`config.mk`:
```
export PLATFORM = sky130hd
export DESIGN_NAME = diag_request_frame_checker_core
export DESIGN_NICKNAME = d
export VERILOG_FILES = /design/src/rtl/core/drfc_pkg.sv /design/src/rtl/core/drfc_front.sv /design/src/rtl/core/drfc_queue.sv /design/src/rtl/core/drfc_back.sv /design/src/rtl/core/diag_request_frame_checker_core.sv
export SDC_FILE = /design/constraint.sdc
export NUM_CORES = 1
export LEC_CHECK = 0
export ABC_AREA = 1
export BUFFER_PORTS_ARGS = -buffer_cell sky130_fd_sc_hd__buf_2
export CAP_MARGIN = 20
export CORE_MARGIN = 4
export CORE_UTILIZATION = 50
export DETAILED_ROUTE_END_ITERATION = 10
export PLACE_DENSITY_LB_ADDON = 0.12
export SLEW_MARGIN = 20
export SYNTH_ARGS = -nofsm -noshare
export SYNTH_HDL_FRONTEND = slang
export SYNTH_SLANG_ARGS = --single-unit
```
`constraint.sdc`:
```
create_clock -name clk -period 6 [get_ports clk]
set_clock_uncertainty 0.05 [all_clocks]
set_input_delay 0.3 -clock clk [delete_from_list [all_inputs] [get_ports clk]]
set_output_delay 0.3 -clock clk [all_outputs]
set_load 0.005 [all_outputs]
```
`src/rtl/core/drfc_pkg.sv`:
```
// shared types, constants and codes of the diagnostic request frame checker
package drfc_pkg;

    // default largest frame length in bytes; longer frames saturate the count
    localparam int MAX_FRAME_DEF = 4095;
    // frame length as carried between front and back, wide enough for MAX_FRAME up to 65535
    localparam int LEN_W         = 16;
    // entries in the frame queue between front and back
    localparam int QUEUE_DEPTH   = 2;

    localparam int IN_TDATA_W    = 8;
    localparam int OUT_TDATA_W   = 40;
    localparam int PLEN_W        = 12;

    localparam int CFG_INDEX_W   = 3;
    localparam int CFG_DATA_W    = 8;

    // configuration register indexes
    localparam logic [CFG_INDEX_W-1:0] REG_ENFORCE_CHECKSUM    = 3'd0;
    localparam logic [CFG_INDEX_W-1:0] REG_DEVELOPMENT_MODE    = 3'd1;
    localparam logic [CFG_INDEX_W-1:0] REG_SID_SESSION_CONTROL = 3'd2;
    localparam logic [CFG_INDEX_W-1:0] REG_SID_ECU_RESET       = 3'd3;
    localparam logic [CFG_INDEX_W-1:0] REG_SID_SECURITY_ACCESS = 3'd4;
    localparam logic [CFG_INDEX_W-1:0] REG_SID_READ_BY_ID      = 3'd5;
    localparam logic [CFG_INDEX_W-1:0] REG_SID_WRITE_BY_ID     = 3'd6;

    // reset values of the service id registers
    localparam logic [7:0] SID_SESSION_CONTROL_RST = 8'h10;
    localparam logic [7:0] SID_ECU_RESET_RST       = 8'h11;
    localparam logic [7:0] SID_SECURITY_ACCESS_RST = 8'h27;
    localparam logic [7:0] SID_READ_BY_ID_RST      = 8'h22;
    localparam logic [7:0] SID_WRITE_BY_ID_RST     = 8'h2E;

    localparam logic [7:0] VERSION_CODE = 8'h01;
    localparam logic [7:0] CUSTOM_FIRST = 8'hF0;
    localparam logic [7:0] DEBUG_ID     = 8'hFD;

    localparam logic [LEN_W-1:0] MIN_FRAME      = 16'd4;
    localparam logic [LEN_W-1:0] ID_MIN_FRAME   = 16'd5;
    localparam logic [LEN_W-1:0] LEN_FIELD_BIAS = 16'd3;

    typedef enum logic [2:0] {
        ST_OK               = 3'd0,
        ST_BAD_FORMAT       = 3'd1,
        ST_BAD_LENGTH       = 3'd2,
        ST_UNKNOWN_SERVICE  = 3'd3,
        ST_BAD_SUBFUNC      = 3'd4
    } status_t;

    typedef struct packed {
        logic       enforce_checksum;
        logic       development_mode;
        logic [7:0] sid_session_control;
        logic [7:0] sid_ecu_reset;
        logic [7:0] sid_security_access;
        logic [7:0] sid_read_by_id;
        logic [7:0] sid_write_by_id;
    } cfg_t;

    // everything the back end needs about one finished frame
    typedef struct packed {
        logic [LEN_W-1:0] frame_len;
        logic             overlong;
        logic [7:0]       version_byte;
        logic [7:0]       length_byte;
        logic [7:0]       service_byte;
        logic [7:0]       fourth_byte;
        logic [7:0]       checksum_byte;
        logic [7:0]       running_sum;
    } summary_t;

    typedef struct packed {
        status_t           status;
        logic [7:0]        service_code;
        logic [7:0]        subfunc;
        logic [PLEN_W-1:0] payload_length;
        logic              length_field_mismatch;
        logic              checksum_mismatch;
    } result_t;

endpackage

```
`src/rtl/core/drfc_front.sv`:
```
// front end: per-beat byte count, running sum and header capture
module drfc_front #(
    parameter int MAX_FRAME = drfc_pkg::MAX_FRAME_DEF
) (
    input  logic                clk,
    input  logic                rst_n,
    input  logic                beat,       // byte accepted this cycle
    input  logic [7:0]          frame_byte,
    input  logic                frame_end,
    output logic                push,
    output drfc_pkg::summary_t  summary
);

    localparam int CW = $clog2(MAX_FRAME + 1);

    logic [CW-1:0] count_reg,    count_next;
    logic [7:0]    sum_reg,      sum_next;
    logic [7:0]    version_reg,  version_next;
    logic [7:0]    length_reg,   length_next;
    logic [7:0]    service_reg,  service_next;
    logic [7:0]    fourth_reg,   fourth_next;
    logic          overlong_reg, overlong_next;
    logic          at_max;

    assign at_max = (count_reg == CW'(MAX_FRAME));

    // state after this byte, before the end-of-frame clear
    always_comb
    begin
        count_next    = count_reg;
        overlong_next = overlong_reg;
        version_next  = version_reg;
        length_next   = length_reg;
        service_next  = service_reg;
        fourth_next   = fourth_reg;
        if (!at_max)
        begin
            count_next = count_reg + CW'(1);
            if (count_reg == CW'(0))
                version_next = frame_byte;
            if (count_reg == CW'(1))
                length_next = frame_byte;
            if (count_reg == CW'(2))
                service_next = frame_byte;
            if (count_reg == CW'(3))
                fourth_next = frame_byte;
        end
        else
        begin
            overlong_next = 1'b1;
        end
        sum_next = sum_reg + frame_byte;
    end

    assign push = beat && frame_end;

    always_comb
    begin
        summary.frame_len     = drfc_pkg::LEN_W'(count_next);
        summary.overlong      = overlong_next;
        summary.version_byte  = version_next;
        summary.length_byte   = length_next;
        summary.service_byte  = service_next;
        summary.fourth_byte   = fourth_next;
        summary.checksum_byte = frame_byte;
        summary.running_sum   = sum_reg;
    end

    always_ff @(posedge clk or negedge rst_n)
    begin
        if (!rst_n)
        begin
            count_reg    <= '0;
            sum_reg      <= '0;
            version_reg  <= '0;
            length_reg   <= '0;
            service_reg  <= '0;
            fourth_reg   <= '0;
            overlong_reg <= 1'b0;
        end
        else if (beat)
        begin
            if (frame_end)
            begin
                count_reg    <= '0;
                sum_reg      <= '0;
                version_reg  <= '0;
                length_reg   <= '0;
                service_reg  <= '0;
                fourth_reg   <= '0;
                overlong_reg <= 1'b0;
            end
            else
            begin
                count_reg    <= count_next;
                sum_reg      <= sum_next;
                version_reg  <= version_next;
                length_reg   <= length_next;
                service_reg  <= service_next;
                fourth_reg   <= fourth_next;
                overlong_reg <= overlong_next;
            end
        end
    end

endmodule

```
`src/rtl/core/drfc_queue.sv`:
```
// short queue of finished frame summaries between front and back
module drfc_queue (
    input  logic               clk,
    input  logic               rst_n,
    input  logic               push,
    input  drfc_pkg::summary_t push_data,
    output logic               full,
    input  logic               pop,
    output logic               head_valid,
    output drfc_pkg::summary_t head_data
);

    localparam int DEPTH = drfc_pkg::QUEUE_DEPTH;
    localparam int PW    = (DEPTH > 1) ? $clog2(DEPTH) : 1;
    localparam int NW    = $clog2(DEPTH + 1);

    drfc_pkg::summary_t entry_reg [DEPTH];
    logic [PW-1:0] wr_ptr_reg, wr_ptr_next;
    logic [PW-1:0] rd_ptr_reg, rd_ptr_next;
    logic [NW-1:0] fill_reg,   fill_next;
    logic          do_push, do_pop;

    assign full       = (fill_reg == NW'(DEPTH));
    assign head_valid = (fill_reg != '0);
    assign head_data  = entry_reg[rd_ptr_reg];

    assign do_push = push && !full;
    assign do_pop  = pop && head_valid;

    always_comb
    begin
        wr_ptr_next = wr_ptr_reg;
        rd_ptr_next = rd_ptr_reg;
        fill_next   = fill_reg;
        if (do_push)
            wr_ptr_next = (wr_ptr_reg == PW'(DEPTH - 1)) ? '0 : wr_ptr_reg + PW'(1);
        if (do_pop)
            rd_ptr_next = (rd_ptr_reg == PW'(DEPTH - 1)) ? '0 : rd_ptr_reg + PW'(1);
        if (do_push && !do_pop)
            fill_next = fill_reg + NW'(1);
        else if (do_pop && !do_push)
            fill_next = fill_reg - NW'(1);
    end

    always_ff @(posedge clk or negedge rst_n)
    begin
        if (!rst_n)
        begin
            wr_ptr_reg <= '0;
            rd_ptr_reg <= '0;
            fill_reg   <= '0;
        end
        else
        begin
            wr_ptr_reg <= wr_ptr_next;
            rd_ptr_reg <= rd_ptr_next;
            fill_reg   <= fill_next;
        end
    end

    always_ff @(posedge clk)
    begin
        if (do_push)
            entry_reg[wr_ptr_reg] <= push_data;
    end

endmodule

```
`src/rtl/core/drfc_back.sv`:
```
// back end: frame checks, service lookup and registered result
module drfc_back (
    input  logic               clk,
    input  logic               rst_n,
    input  drfc_pkg::cfg_t     cfg,
    input  logic               head_valid,
    input  drfc_pkg::summary_t head_data,
    output logic               pop,
    output logic               out_valid,
    input  logic               out_ready,
    output drfc_pkg::result_t  out_result
);

    logic                          out_valid_reg;
    drfc_pkg::result_t             result_reg, result_next;
    logic [drfc_pkg::LEN_W-1:0]    len;
    logic [drfc_pkg::LEN_W-1:0]    plen_full;
    logic [7:0]                    sid;
    logic [7:0]                    expected_sum;
    logic                          short_frame;
    logic                          lmis, cmis;
    logic                          is_sub_service, is_id_service;

    assign pop = head_valid && (!out_valid_reg || out_ready);

    always_comb
    begin
        len            = head_data.frame_len;
        sid            = head_data.service_byte;
        short_frame    = (len < drfc_pkg::MIN_FRAME);
        plen_full      = short_frame ? '0 : len - drfc_pkg::MIN_FRAME;
        expected_sum   = 8'h00 - head_data.running_sum;
        lmis           = ({8'h00, head_data.length_byte} != (len - drfc_pkg::LEN_FIELD_BIAS));
        cmis           = (head_data.checksum_byte != expected_sum);
        is_sub_service = (sid == cfg.sid_session_control) || (sid == cfg.sid_ecu_reset) ||
                         (sid == cfg.sid_security_access);
        is_id_service  = (sid == cfg.sid_read_by_id) || (sid == cfg.sid_write_by_id);

        result_next.service_code          = sid;
        result_next.subfunc               = 8'h00;
        result_next.payload_length        = plen_full[drfc_pkg::PLEN_W-1:0];
        result_next.length_field_mismatch = 1'b0;
        result_next.checksum_mismatch     = 1'b0;

        if (short_frame || head_data.overlong)
        begin
            result_next.status = drfc_pkg::ST_BAD_LENGTH;
        end
        else
        begin
            result_next.length_field_mismatch = lmis;
            result_next.checksum_mismatch     = cmis;
            if (head_data.version_byte != drfc_pkg::VERSION_CODE)
                result_next.status = drfc_pkg::ST_BAD_FORMAT;
            else if (cmis && cfg.enforce_checksum)
                result_next.status = drfc_pkg::ST_BAD_FORMAT;
            else if (is_sub_service)
            begin
                result_next.status  = drfc_pkg::ST_OK;
                result_next.subfunc = head_data.fourth_byte;
            end
            else if (is_id_service)
                result_next.status = (len >= drfc_pkg::ID_MIN_FRAME) ?
                                     drfc_pkg::ST_OK : drfc_pkg::ST_BAD_SUBFUNC;
            else if (sid == drfc_pkg::DEBUG_ID)
                result_next.status = cfg.development_mode ?
                                     drfc_pkg::ST_OK : drfc_pkg::ST_BAD_SUBFUNC;
            else if ((sid >= drfc_pkg::CUSTOM_FIRST) && cfg.development_mode)
                result_next.status = drfc_pkg::ST_OK;
            else
                result_next.status = drfc_pkg::ST_UNKNOWN_SERVICE;
        end
    end

    always_ff @(posedge clk or negedge rst_n)
    begin
        if (!rst_n)
            out_valid_reg <= 1'b0;
        else if (pop)
            out_valid_reg <= 1'b1;
        else if (out_ready)
            out_valid_reg <= 1'b0;
    end

    always_ff @(posedge clk)
    begin
        if (pop)
            result_reg <= result_next;
    end

    assign out_valid  = out_valid_reg;
    assign out_result = result_reg;

endmodule

```
`src/rtl/core/diag_request_frame_checker_core.sv`:
```
// top level of the diagnostic request frame checker
// Checks diagnostic request frames that arrive one byte per beat on the slave
// stream, tlast marking the checksum byte, and returns one result beat per
// frame on the master stream. While the queue is not full a byte is taken
// every cycle: the front end updates its byte count, 8-bit running sum and
// header capture on each beat, so throughput is one byte per clock. When the
// last beat arrives the front end hands a frame summary to a two-entry queue;
// the back end classifies the head of that queue combinationally and holds
// the result in an output register, which follows the queue entry. s_tready
// drops only when the queue is full, which happens only when the master side
// stalls; bytes in the middle of a frame are still gated by it.
// Configuration goes through cfg_we/cfg_index/cfg_data and must be written
// while no frame is in flight. Frames longer than MAX_FRAME bytes keep being
// summed but report bad length.
module diag_request_frame_checker_core #(
    parameter int MAX_FRAME = drfc_pkg::MAX_FRAME_DEF
) (
    input  logic                                clk,
    input  logic                                rst_n,
    // slave stream: raw frame bytes
    input  logic                                s_tvalid,
    output logic                                s_tready,
    input  logic [drfc_pkg::IN_TDATA_W-1:0]     s_tdata,   // [7:0] frame_byte
    input  logic                                s_tlast,   // frame_end
    // master stream: one result beat per frame
    output logic                                m_tvalid,
    input  logic                                m_tready,
    // [2:0] status, [10:3] service_code, [18:11] subfunc,
    // [30:19] payload_length, [31] length_field_mismatch,
    // [32] checksum_mismatch, [39:33] zero
    output logic [drfc_pkg::OUT_TDATA_W-1:0]    m_tdata,
    // configuration write port
    input  logic                                cfg_we,
    input  logic [drfc_pkg::CFG_INDEX_W-1:0]    cfg_index,
    input  logic [drfc_pkg::CFG_DATA_W-1:0]     cfg_data
);

    localparam int PACKED_W = $bits(drfc_pkg::result_t);

    drfc_pkg::cfg_t     cfg_reg;
    drfc_pkg::summary_t front_summary;
    drfc_pkg::summary_t head_data;
    drfc_pkg::result_t  result;
    logic               beat;
    logic               push;
    logic               queue_full;
    logic               head_valid;
    logic               pop;

    // configuration registers
    always_ff @(posedge clk or negedge rst_n)
    begin
        if (!rst_n)
        begin
            cfg_reg.enforce_checksum    <= 1'b0;
            cfg_reg.development_mode    <= 1'b0;
            cfg_reg.sid_session_control <= drfc_pkg::SID_SESSION_CONTROL_RST;
            cfg_reg.sid_ecu_reset       <= drfc_pkg::SID_ECU_RESET_RST;
            cfg_reg.sid_security_access <= drfc_pkg::SID_SECURITY_ACCESS_RST;
            cfg_reg.sid_read_by_id      <= drfc_pkg::SID_READ_BY_ID_RST;
            cfg_reg.sid_write_by_id     <= drfc_pkg::SID_WRITE_BY_ID_RST;
        end
        else if (cfg_we)
        begin
            case (cfg_index)
                drfc_pkg::REG_ENFORCE_CHECKSUM:    cfg_reg.enforce_checksum    <= cfg_data[0];
                drfc_pkg::REG_DEVELOPMENT_MODE:    cfg_reg.development_mode    <= cfg_data[0];
                drfc_pkg::REG_SID_SESSION_CONTROL: cfg_reg.sid_session_control <= cfg_data;
                drfc_pkg::REG_SID_ECU_RESET:       cfg_reg.sid_ecu_reset       <= cfg_data;
                drfc_pkg::REG_SID_SECURITY_ACCESS: cfg_reg.sid_security_access <= cfg_data;
                drfc_pkg::REG_SID_READ_BY_ID:      cfg_reg.sid_read_by_id      <= cfg_data;
                drfc_pkg::REG_SID_WRITE_BY_ID:     cfg_reg.sid_write_by_id     <= cfg_data;
                default:                           ;   // unused index, write dropped
            endcase
        end
    end

    // accept a byte whenever a finished frame has room in the queue
    assign s_tready = !queue_full;
    assign beat     = s_tvalid && s_tready;

    drfc_front #(
        .MAX_FRAME (MAX_FRAME)
    ) u_front (
        .clk        (clk),
        .rst_n      (rst_n),
        .beat       (beat),
        .frame_byte (s_tdata[7:0]),
        .frame_end  (s_tlast),
        .push       (push),
        .summary    (front_summary)
    );

    drfc_queue u_queue (
        .clk        (clk),
        .rst_n      (rst_n),
        .push       (push),
        .push_data  (front_summary),
        .full       (queue_full),
        .pop        (pop),
        .head_valid (head_valid),
        .head_data  (head_data)
    );

    drfc_back u_back (
        .clk        (clk),
        .rst_n      (rst_n),
        .cfg        (cfg_reg),
        .head_valid (head_valid),
        .head_data  (head_data),
        .pop        (pop),
        .out_valid  (m_tvalid),
        .out_ready  (m_tready),
        .out_result (result)
    );

    // pack the result, first field in the low bits
    always_comb
    begin
        m_tdata = '0;
        m_tdata[PACKED_W-1:0] = {result.checksum_mismatch,
                                 result.length_field_mismatch,
                                 result.payload_length,
                                 result.subfunc,
                                 result.service_code,
                                 result.status};
    end

endmodule

```
==> run metrics <==
initial antenna violation count=0; ANT cells=0; FF-to-FF Start=u_queue.fill_reg[0]; Min-Delay Endpoint=cfg_reg[7]; RSZ-0062 raised after global routing=false; # rows=56; Die Ht=around 160 µm; Slew HR=32.47%; Met2 Wirelength=about 11000 µm; crit-path max FO=33; CTS tree=built; Vias/cell=between 4 and 5; share of cells above drive strength 1=between 10 and 15%; final period utilization=between 50% and 60%; FF+latch count, synth=~260; Syn. warnings=0; Mapped Cells=between 1000 and 1500; Final ANT Viol Nets=0; post-route worst setup slack=between 2000 and 3000 ps; max layer used=met4; Starting Density=50.78%; GR Util All Layers=between 10% and 20%; gpl congestion=0.8437; Synth Flop Type=edfxtp_1; vias in the first global route=around 7700; MaxCap Viol Count=0; Final Cell Area=about 13000 µm²; worst hold margin=between 30 and 40 ps; commonest non-fill, non-tap cell in the layout=nand2_1; count of unique library cells instantiated by Yosys=48; port bufs=roughly 60; depth of the CTS H-tree=1; CP Capture Type=register; clk sink count=roughly 260; post-CTS setup buffer count=0; cts bufs inserted=28; outcome=finished, final reports clean; Max clock buf depth=3; Layout area overhead=13.43%; Max VDD drop=roughly 0.00026 V; layout net count=1303; number of synthesized flops with an enable pin=~160; 1st-pass router iterations=5; Req. time, crit path=between 6000 and 7000 ps; WL met1=11540 µm; max reg flops=approximately 120; post_cts resized=0; final wirelength=24630 µm; core area=23400 µm²; Wirelength per Cell=approximately 15 µm; critical path's largest stage delay=just under 800 ps; critical path startpoint category=register; crit path kind=reg2reg; Hold Path Origin=cfg_data[7]; gr ovfl total=0; fmax=between 0.2 and 0.3 GHz; Async S/R FF share, synth=~40%; worst hold path depth=3; largest net degree at the start of global routing=between 70 and 80; Post-Place Setup Slack=2466 ps; first-pass GRT wire length=slightly above 40000 µm; DRT iter0 DRCs=between 400 and 500; cts-stage hold buffer count=2; Pwr per Cell Area=501.1 nW/µm²; metal3 WL=between 1000 and 1500 µm; pins over their slew limit=0; Final min period=~3500 ps; Via Count=slightly below 8000; DIE WIDTH=162.2 µm; Placed Area=12500 µm²; Reg2Reg Setup Slack=2520 ps; # setup viols final=0; TNS Setup=0 ps; clk slew on worst S/H paths=about 60 ps; Slew @ Worst Pin=around 1000 ps; CP Data Arrival Time=3620 ps; worst min path class=in2reg; R2R depth=7; Leak=6.179 nW; Clock Latency Late Sink=about 540 ps; mapped cell area=~12000 µm²; final hold vios=0; Reg-to-Reg End=u_queue.entry_reg[0][30]; Die ar.=26300 µm²; I/O Pins=between 60 and 70; most frequent cells in the layout=nand2_1, inv_1, edfxtp_1; cell family with most CP delay=simple AND/OR/NAND/NOR gates; cells along the critical path=inv_1, nand2_1, nand2_1, nor2_1, inv_1, nor2_4, buf_4; Worst Path Buf+Inv=3; slowest CP cell=nor2_4; final core utilization=57.60%; DRC=0; register area share after synthesis=around three fifths; Syn Area/Cell=~10 µm²; Final HPWL DP=16460 µm; CTS Root Cell=clkbuf_16
cell usage after synthesis (15+ instances only):
cell type  instances  share of area [%]
edfxtp_1         155                 39
a21oi_1           16               0.67
nand2_1          292                9.2
o21bai_1          15               0.95
xor2_1            39                2.9
xnor2_1           30                2.2
o21ai_0           98                4.1
o22ai_1           22                1.2
ha_1              18                1.9
dfrtp_1           87                 18
clkbuf_1          15               0.47
inv_1            159                5.0
nand3_1           24                1.0
nor2_1            87                2.7
worst reg2reg max path: stages (launching register included):
cell and delay [ps]:
dfrtp_1 350, inv_1 100, nand2_1 80, nand2_1 580, nor2_1 470, inv_1 170, nor2_4 790, buf_4 540
worst max path at each step:
stage	start	end	slack (ps)	depth (start not counted)
after floorplan	u_queue.fill_reg[0]	u_queue.entry_reg[0][0]	1970	6
after global routing	u_queue.rd_ptr_reg	u_back.out_result[17]	2150	15
after global placement	u_queue.fill_reg[0]	u_queue.entry_reg[0][20]	2550	7
final	u_queue.fill_reg[0]	u_queue.entry_reg[0][30]	2520	7
after CTS	u_queue.fill_reg[0]	u_queue.entry_reg[0][19]	2460	7
after detailed placement	u_queue.fill_reg[0]	u_queue.entry_reg[0][20]	2470	7
routing by layer:
layer	track usage [%]	vias up
met5	0	-
met4	5.921	0
met3	2.588	48
met2	30.61	177
met1	27.47	3641
li1	-	4019
power breakdown:
part           total [mW]  switching, mW  internal [mW]
registers            2.72          0.204           2.52
logic                2.30           1.47          0.827
clock network        1.74          0.688           1.05
total                6.76           2.36           4.39
cells by family after synthesis:
group	count (synthesis)	synth area share [%]
flops	255	60.36
other cells	1	0.03156
mux	13	1.095
compound gates	177	8.465
fa+ha+maj	19	2.064
buf+inv	197	6.749
xor+xnor	69	5.085
simple gates	457	16.15
metrics by stage:
step	power [mW]	instances
final	6.756	1600
after global routing	7.268	1600
after CTS	6.816	1600
after detailed placement	5.058	1546
after global placement	5.006	1546
after floorplan	4.429	1194
cell type report:
type | instances | area [µm²]
Timing Repair Buffer | 68 | 370.4
Clock buffer | 36 | 783.3
Fill cell | 2070 | 9922
Multi-Input combinational cell | 742 | 3974
Tap cell | 319 | 399.1
Inverter | 164 | 615.6
Clock inverter | 16 | 163.9
Sequential cell | 255 | 7174
No activity file was read; power rests on OpenSTA's default activity.
